$ cat src/sv/pbso_pkg.sv
// shared types and constants of the progressive block scan order generator
`default_nettype none

package pbso_pkg;

    // largest frame side in pixels
    localparam int MAX_DIM = 4096;

    // port widths of the word fields
    localparam int COORD_W = 12;
    localparam int SIZE_W  = 13;
    localparam int CFG_W   = 13;
    localparam int CFG_IDX_W = 1;

    // register indexes
    localparam logic [CFG_IDX_W-1:0] CFG_FRAME_WIDTH  = 1'd0;
    localparam logic [CFG_IDX_W-1:0] CFG_FRAME_HEIGHT = 1'd1;

    // frame size after reset
    localparam int RESET_WIDTH  = 640;
    localparam int RESET_HEIGHT = 480;

    typedef logic [COORD_W-1:0] coord_t;
    typedef logic [SIZE_W-1:0]  size_t;
    typedef logic [CFG_W-1:0]   cfg_t;

    // one result word
    typedef struct packed {
        coord_t block_x;
        coord_t block_y;
        size_t  block_size;
        size_t  fill_width;
        size_t  fill_height;
        logic   frame_done;
    } result_t;

endpackage

`default_nettype wire

$ cat src/sv/progressive_block_scan_order.sv
// progressive block scan order generator, top level
//
// Each request word returns the next square block of a coarse-to-fine
// progressive scan over a frame of frame_width x frame_height pixels: the
// block corner, its size and its size clipped at the right and bottom frame
// edges, with frame_done set on the last block of the frame. The first pass
// uses one block whose side is the smallest power of two not below the larger
// dimension; each later pass halves the side and emits only the blocks the
// earlier passes have not covered. restart makes the request taken with it
// start a new frame; a register write or the end of a frame makes the next
// request start one. Throughput is one word per clock while in_stall is low:
// the next scan position is found in the same cycle as the request by a few
// adds and compares (at most two row candidates and one pass step), and the
// result goes to an output register backed by a one-word skid stage, so a
// request is taken even while a result waits at the output, until the skid
// stage is full. A register write also precomputes the clamped dimensions
// and first block size; zero is used as one and above MAX_DIM as MAX_DIM.
`default_nettype none

module progressive_block_scan_order (
    input  wire                                clk,
    input  wire                                rst_n,
    // configuration write port
    input  wire                                cfg_write,
    input  wire  [pbso_pkg::CFG_IDX_W-1:0]     cfg_index,
    input  wire  [pbso_pkg::CFG_W-1:0]         cfg_data,
    // request channel
    input  wire                                in_valid,
    output logic                               in_stall,
    input  wire                                restart,
    // result channel
    output logic                               out_valid,
    input  wire                                out_stall,
    output logic [pbso_pkg::COORD_W-1:0]       block_x,
    output logic [pbso_pkg::COORD_W-1:0]       block_y,
    output logic [pbso_pkg::SIZE_W-1:0]        block_size,
    output logic [pbso_pkg::SIZE_W-1:0]        fill_width,
    output logic [pbso_pkg::SIZE_W-1:0]        fill_height,
    output logic                               frame_done
);

    // internal width: holds the first block size and sums up to x + 2 * size
    localparam int DW = $clog2(pbso_pkg::MAX_DIM) + 2;

    typedef logic [DW-1:0] dim_t;

    // clamp a register value to 1 .. MAX_DIM
    function automatic dim_t clamp_dim(input pbso_pkg::cfg_t v);
        dim_t r;
        if (v == '0)
        begin
            r = dim_t'(1);
        end
        else if (32'(v) > 32'(pbso_pkg::MAX_DIM))
        begin
            r = dim_t'(pbso_pkg::MAX_DIM);
        end
        else
        begin
            r = dim_t'(v);
        end
        return r;
    endfunction

    // smallest power of two not below the larger dimension
    function automatic dim_t first_size(input dim_t a, input dim_t b);
        dim_t m;
        dim_t v;
        m = (a > b) ? a : b;
        v = m - dim_t'(1);
        for (int i = 1; i < DW; i = i * 2)
        begin
            v = v | (v >> i);
        end
        return v + dim_t'(1);
    endfunction

    localparam dim_t RST_W  = clamp_dim(pbso_pkg::cfg_t'(pbso_pkg::RESET_WIDTH));
    localparam dim_t RST_H  = clamp_dim(pbso_pkg::cfg_t'(pbso_pkg::RESET_HEIGHT));
    localparam dim_t RST_S0 = first_size(RST_W, RST_H);

    // clamped frame size and first block size, updated on register writes
    dim_t w_reg;
    dim_t h_reg;
    dim_t s0_reg;

    // scan position of the block to return next
    dim_t x_reg, x_next;
    dim_t y_reg, y_next;
    dim_t s_reg, s_next;
    logic pending_reg, pending_next;

    // output register and skid stage
    pbso_pkg::result_t out_reg;
    pbso_pkg::result_t skid_reg;
    logic              out_valid_reg;
    logic              skid_full_reg;
    pbso_pkg::result_t res;

    logic accept;
    logic out_fire;

    // current block after a possible frame start
    logic start;
    dim_t cx, cy, cs;
    dim_t rem_w, rem_h;
    dim_t fw, fh;

    // candidates for the next block
    logic row0_all, row1_all;
    dim_t nx, ny1, ny2, fx1, hs;
    logic done;

    assign accept   = in_valid && !skid_full_reg;
    assign out_fire = out_valid_reg && !out_stall;
    assign in_stall = skid_full_reg;

    always_comb
    begin
        start = restart || pending_reg;
        cx = start ? '0 : x_reg;
        cy = start ? '0 : y_reg;
        cs = start ? s0_reg : s_reg;

        // clip at the frame edges, corner is always inside the frame
        rem_w = w_reg - cx;
        rem_h = h_reg - cy;
        fw = (rem_w < cs) ? rem_w : cs;
        fh = (rem_h < cs) ? rem_h : cs;

        // odd rows of a pass (and every row of the first pass) emit every block
        row0_all = (cs == s0_reg) || ((cy & cs) != '0);
        nx  = cx + (row0_all ? cs : (cs << 1));
        ny1 = cy + cs;
        ny2 = cy + (cs << 1);
        row1_all = (cs == s0_reg) || ((ny1 & cs) != '0);
        fx1 = row1_all ? '0 : cs;
        hs  = cs >> 1;

        done         = 1'b0;
        x_next       = '0;
        y_next       = '0;
        s_next       = cs;
        pending_next = 1'b0;
        if (nx < w_reg)
        begin
            // next block on the same row
            x_next = nx;
            y_next = cy;
        end
        else if ((ny1 < h_reg) && (fx1 < w_reg))
        begin
            x_next = fx1;
            y_next = ny1;
        end
        else if (ny2 < h_reg)
        begin
            // even row had no block, the odd row after it starts at column 0
            x_next = '0;
            y_next = ny2;
        end
        else if (hs != '0)
        begin
            // next pass always has a block at row 0 or at column 0
            s_next = hs;
            if (hs < w_reg)
            begin
                x_next = hs;
            end
            else
            begin
                y_next = hs;
            end
        end
        else
        begin
            done         = 1'b1;
            s_next       = '0;
            pending_next = 1'b1;
        end

        res.block_x     = pbso_pkg::coord_t'(cx);
        res.block_y     = pbso_pkg::coord_t'(cy);
        res.block_size  = pbso_pkg::size_t'(cs);
        res.fill_width  = pbso_pkg::size_t'(fw);
        res.fill_height = pbso_pkg::size_t'(fh);
        res.frame_done  = done;
    end

    // frame size registers
    always_ff @(posedge clk or negedge rst_n)
    begin
        if (!rst_n)
        begin
            w_reg  <= RST_W;
            h_reg  <= RST_H;
            s0_reg <= RST_S0;
        end
        else if (cfg_write)
        begin
            case (cfg_index)
                pbso_pkg::CFG_FRAME_WIDTH:
                begin
                    w_reg  <= clamp_dim(cfg_data);
                    s0_reg <= first_size(clamp_dim(cfg_data), h_reg);
                end
                pbso_pkg::CFG_FRAME_HEIGHT:
                begin
                    h_reg  <= clamp_dim(cfg_data);
                    s0_reg <= first_size(w_reg, clamp_dim(cfg_data));
                end
                default:
                begin
                    w_reg <= w_reg;
                end
            endcase
        end
    end

    // scan state; any register write starts a new frame
    always_ff @(posedge clk or negedge rst_n)
    begin
        if (!rst_n)
        begin
            x_reg       <= '0;
            y_reg       <= '0;
            s_reg       <= '0;
            pending_reg <= 1'b1;
        end
        else if (cfg_write)
        begin
            pending_reg <= 1'b1;
        end
        else if (accept)
        begin
            x_reg       <= x_next;
            y_reg       <= y_next;
            s_reg       <= s_next;
            pending_reg <= pending_next;
        end
    end

    // output register with a one-word skid stage behind it
    always_ff @(posedge clk or negedge rst_n)
    begin
        if (!rst_n)
        begin
            out_valid_reg <= 1'b0;
            skid_full_reg <= 1'b0;
        end
        else if (!out_valid_reg || out_fire)
        begin
            if (skid_full_reg)
            begin
                out_valid_reg <= 1'b1;
                skid_full_reg <= 1'b0;
            end
            else
            begin
                out_valid_reg <= accept;
            end
        end
        else if (accept)
        begin
            skid_full_reg <= 1'b1;
        end
    end

    // payload registers, no reset
    always_ff @(posedge clk)
    begin
        if (!out_valid_reg || out_fire)
        begin
            if (skid_full_reg)
            begin
                out_reg <= skid_reg;
            end
            else if (accept)
            begin
                out_reg <= res;
            end
        end
        else if (accept)
        begin
            skid_reg <= res;
        end
    end

    assign out_valid   = out_valid_reg;
    assign block_x     = out_reg.block_x;
    assign block_y     = out_reg.block_y;
    assign block_size  = out_reg.block_size;
    assign fill_width  = out_reg.fill_width;
    assign fill_height = out_reg.fill_height;
    assign frame_done  = out_reg.frame_done;

    // skid word only exists behind a held output word
    a_skid_behind_out: assert property (@(posedge clk) disable iff (!rst_n)
        skid_full_reg |-> out_valid_reg)
        else $error("skid word without output word");

    // inside a frame the pass size is a nonzero power of two
    a_pass_pow2: assert property (@(posedge clk) disable iff (!rst_n)
        !pending_reg |-> (s_reg != '0) && ((s_reg & (s_reg - dim_t'(1))) == '0))
        else $error("pass size not a power of two");

    // inside a frame the pass size never exceeds the first size
    a_pass_bound: assert property (@(posedge clk) disable iff (!rst_n)
        !pending_reg |-> (s_reg <= s0_reg))
        else $error("pass size above first block size");

    // the next block corner lies inside the frame
    a_corner_inside: assert property (@(posedge clk) disable iff (!rst_n)
        !pending_reg |-> (x_reg < w_reg) && (y_reg < h_reg))
        else $error("next block corner outside the frame");

endmodule

`default_nettype wire
$ cat config.mk
export PLATFORM = sky130hd
export DESIGN_NAME = progressive_block_scan_order
export DESIGN_NICKNAME = d
export VERILOG_FILES = /design/src/sv/pbso_pkg.sv /design/src/sv/progressive_block_scan_order.sv
export SDC_FILE = /design/constraint.sdc
export NUM_CORES = 1
export LEC_CHECK = 0
export ABC_AREA = 1
export BUFFER_PORTS_ARGS = -buffer_cell sky130_fd_sc_hd__buf_4
export CAP_MARGIN = 0
export CELL_PAD_IN_SITES_DETAIL_PLACEMENT = 2
export CELL_PAD_IN_SITES_GLOBAL_PLACEMENT = 2
export CORE_AREA = 2 2 270 272
export CTS_CLUSTER_DIAMETER = 80
export CTS_CLUSTER_SIZE = 40
export DETAILED_ROUTE_END_ITERATION = 6
export DIE_AREA = 0 0 272 274
export GPL_TIMING_DRIVEN = 0
export HOLD_SLACK_MARGIN = 0.05
export PLACE_DENSITY_LB_ADDON = 0.08
export SLEW_MARGIN = 15
export SYNTH_ARGS = -nofsm -noshare
export SYNTH_HDL_FRONTEND = slang
export SYNTH_SLANG_ARGS = --single-unit
$ cat constraint.sdc
create_clock -name clk -period 17.4 [get_ports clk]
set_input_delay 5.22 -clock clk [delete_from_list [all_inputs] [get_ports clk]]
set_output_delay 5.22 -clock clk [all_outputs]
set_load 0.02 [all_outputs]
==> summary.md <==
| Metric | Value |
|---|---|
| Synth unique cells | 64 |
| Total track usage | 22.6% |
| Grt ovf | 0 |
| Sink Count | ~210 |
| DRC | 0 |
| Post-Route WL | approximately 84 mm |
| R2R depth | 30 |
| Clock period minus worst slack | roughly 12 ns |
| CTS tree | done |
| Starting DRC count in detailed routing | 856 |
| Vias in the first global route | approximately 19,000 |
| Chip width | 272 um |
| Clk root buf | clkbuf_16 |
| Final ANT Viol Nets | 0 |
| Commonest non-fill, non-tap cell in the layout | nand2_1 |
| Fin cells | about 3,500 |
| Max incr delay on CP | between 0.7 and 0.8 ns |
| Final hold viol count | 0 |
| Least-Margin Pin Slew | about 1.1 ns |
| Worst Hold Path Cells | 2 |
| CTS buffer count | 25 |
| Worst setup EP type | flip-flop |
| Register Area | around 6000 sq um |
| Multi-input gate area | 10,200 sq um |
| # diodes | 0 |
| Top sig layer | met4 |
| Setup CP Type | in2reg |
| Util after Layout | ~29% |
| Syn Std Cell Area | roughly 18,000 sq um |
| Worst Setup Start Kind | input pin |
| Area delta synth->final | 16.5% |
| Placed cell count | between 3,000 and 4,000 |
| Wire per inst | between 20 and 25 um |
| Slew HR | a little over a quarter |
| R2r setup slk | 9.40 ns |
| DP HPWL | 67.8 mm |
| Seq cells post-synth | 213 |
| Hold_sp | x_reg[10]$_DFFE_PN0P_ |
| Max-slew violations | 0 |
| CP Max Fanout | 10 |
| Cells after Synth | around 2,400 |
| Met1 wire length | ~39 mm |
| Initial Util | approximately 25% |
| Min-Delay Endpoint | x_reg[10]$_DFFE_PN0P_ |
| Layout filler cell count | approximately 8,500 |
| Fin crit share | between 60% and 70% |
| Total core area | around 72,000 sq um |
| GP Congestion | between 0.8 and 0.9 |
| Worst Path Required | around 18 ns |
| Metal2 WL | just under 40 mm |
| Clock skew | around 0.046 ns |
| Worst r2r src | pending_reg$_DFFE_PN1P_ |
| Peak supply drop | 0.0834 mV |
| Worst-Skew Late Latency | a little under 0.6 ns |
| Die height | between 200 and 300 um |
| Status | complete, no violations |
| Slowest CP cell | a21oi_1 |
| Fin nets | 2,758 |
| Max FFs per register | 64 |
| Post-synth EDFFs | ~130 |
| Antenna violations before repair | 1 |
| RSZ-0062 raised after global routing | no |
| Syn_nets | about 2,600 |
| Pre-Repair DR Iteration Count | 5 |
| Routed wire length on met3 | about 2.5 mm |
| Worst path arrival time | ~13 ns |
| Mean Syn Cell Area | roughly 7.3 sq um |
| Post-CTS sizing | 0 |
| Number of port buffers | 84 |
| Final count of negative-setup-slack endpoints | 0 |
| Largest net degree at the start of global routing | 86 |
| Most frequent cells in the layout | 701 x nand2_1, 337 x inv_1, 217 x nand3_1 |
| Pwr per Cell Area | about 150 nW/um^2 |
| Row count | just under 100 |
| DR vias/cell | about 4.9 |
| Die footprint | roughly 75,000 sq um |
| Max-cap viol count | 0 |
| LEAKAGE | 10.2 nW |
| RR Endpoint | y_reg[7]$_DFFE_PN0P_ |
| Post-CTS setup buffer count | 0 |
| Fmax | between 80 and 90 MHz |
| Hold buffer count at CTS | 0 |
| Asr flop ratio synth | between 30% and 40% |
| Ys flop type | edfxtp_1 |
| Yosys warning total | 0 |
| H-tree level count | 1 |
| Share of cells above drive strength 1 | between 9 and 10% |
| Setup TNS | 0 ns |
| Clock-pin transition on the worst setup and hold timing paths | 0.08 ns |
| Vias | approximately 17,000 |
| CTS max path bufs | 3 |
| Hold_ws | 0.486 ns |
| First-pass GRT wire length | approximately 120 mm |
| Hold Path Class | reg2reg |
| IO Pins | 86 |
| Sequential share of the synthesized area | between 30% and 40% |
[synthesized netlist by cell type, types with 6 or more instances]
cell / count / share of area (%)
edfxtp_1: 128 / 22
a21oi_1: 89 / 2.5
or2_2: 7 / 0.25
inv_2: 8 / 0.17
o21ai_0: 174 / 4.9
o21bai_1: 7 / 0.29
nor2_1: 146 / 3.1
nor4_1: 10 / 0.35
buf_6: 9 / 0.57
nand2_1: 701 / 15
inv_1: 337 / 7.1
o22ai_1: 6 / 0.21
and2_1: 11 / 0.39
nand4_1: 54 / 1.9
nor3_1: 10 / 0.28
xor2_1: 48 / 2.4
nand3_1: 217 / 6.1
clkbuf_1: 42 / 0.88
nand2_2: 13 / 0.46
ha_1: 184 / 13
xnor2_1: 11 / 0.54
nor2_2: 17 / 0.60
buf_2: 12 / 0.34
dfrtp_1: 77 / 11
o221ai_1: 8 / 0.39
o21ai_1: 9 / 0.25
dfstp_2: 8 / 1.2
[cells by family after synthesis]
| logic type | synth area share, % |
|---|---|
| buffers and inverters | 9.48 |
| AO/OA/AOI/OAI | 10.8 |
| XOR/XNOR | 2.90 |
| AND/OR/NAND/NOR | 29.8 |
| flip-flops | 33.6 |
| adder cells (fa/ha/maj) | 13.5 |
[stage by stage]
step	cell area, sq um	total power, mW	setup WS, ns
CTS	20800	3.14	5.34
finish	20800	3.11	5.24
global route	20800	3.37	4.72
detailed placement	19800	2.52	4.76
global placement	19700	2.45	3.92
floorplan	17800	1.85	6.87
[layout make-up]
type / instances / area share [%]
Multi-Input combinational cell: 1796 / 49.0
Inverter: 349 / 6.32
Clock buffer: 26 / 3.03
Sequential cell: 213 / 28.8
Timing Repair Buffer: 91 / 3.68
Tap cell: 959 / 5.78
Buffer: 73 / 1.82
Clock inverter: 20 / 1.52
[power breakdown]
group | total, mW | internal [mW] | switching (mW)
Combinational | 1.78 | 0.540 | 1.24
Sequential | 0.727 | 0.674 | 0.0536
Clock | 0.602 | 0.298 | 0.304
[worst max path at each step]
stage | start | endpoint | slack (ns) | depth (start not counted)
floorplan | restart | frame_done$_DFFE_PP_ | 6.87 | 34
global placement | restart | frame_done$_DFFE_PP_ | 3.92 | 30
detailed placement | restart | frame_done$_DFFE_PP_ | 4.76 | 30
CTS | restart | y_reg[7]$_DFFE_PN0P_ | 5.34 | 31
global route | restart | x_reg[3]$_DFFE_PN0P_ | 4.72 | 37
finish | restart | y_reg[7]$_DFFE_PN0P_ | 5.24 | 31
[worst max-delay path, delay by kind of cell]
family	cells	cell delay, ns
AOI/OAI and AO/OA	11	3.20
buffers and inverters	9	1.58
xor gates and xnor gates	1	0.28
adders and majority gates	3	1.09
and+or+nand+nor	7	1.11
[routing by layer]
metal,global-route usage [%],vias to the layer above
li1,-,8260
met1,29.8,8573
met2,38.7,267
met3,1.91,107
met4,7.92,0
met5,0,-
(Power assumes the default switching activity.)
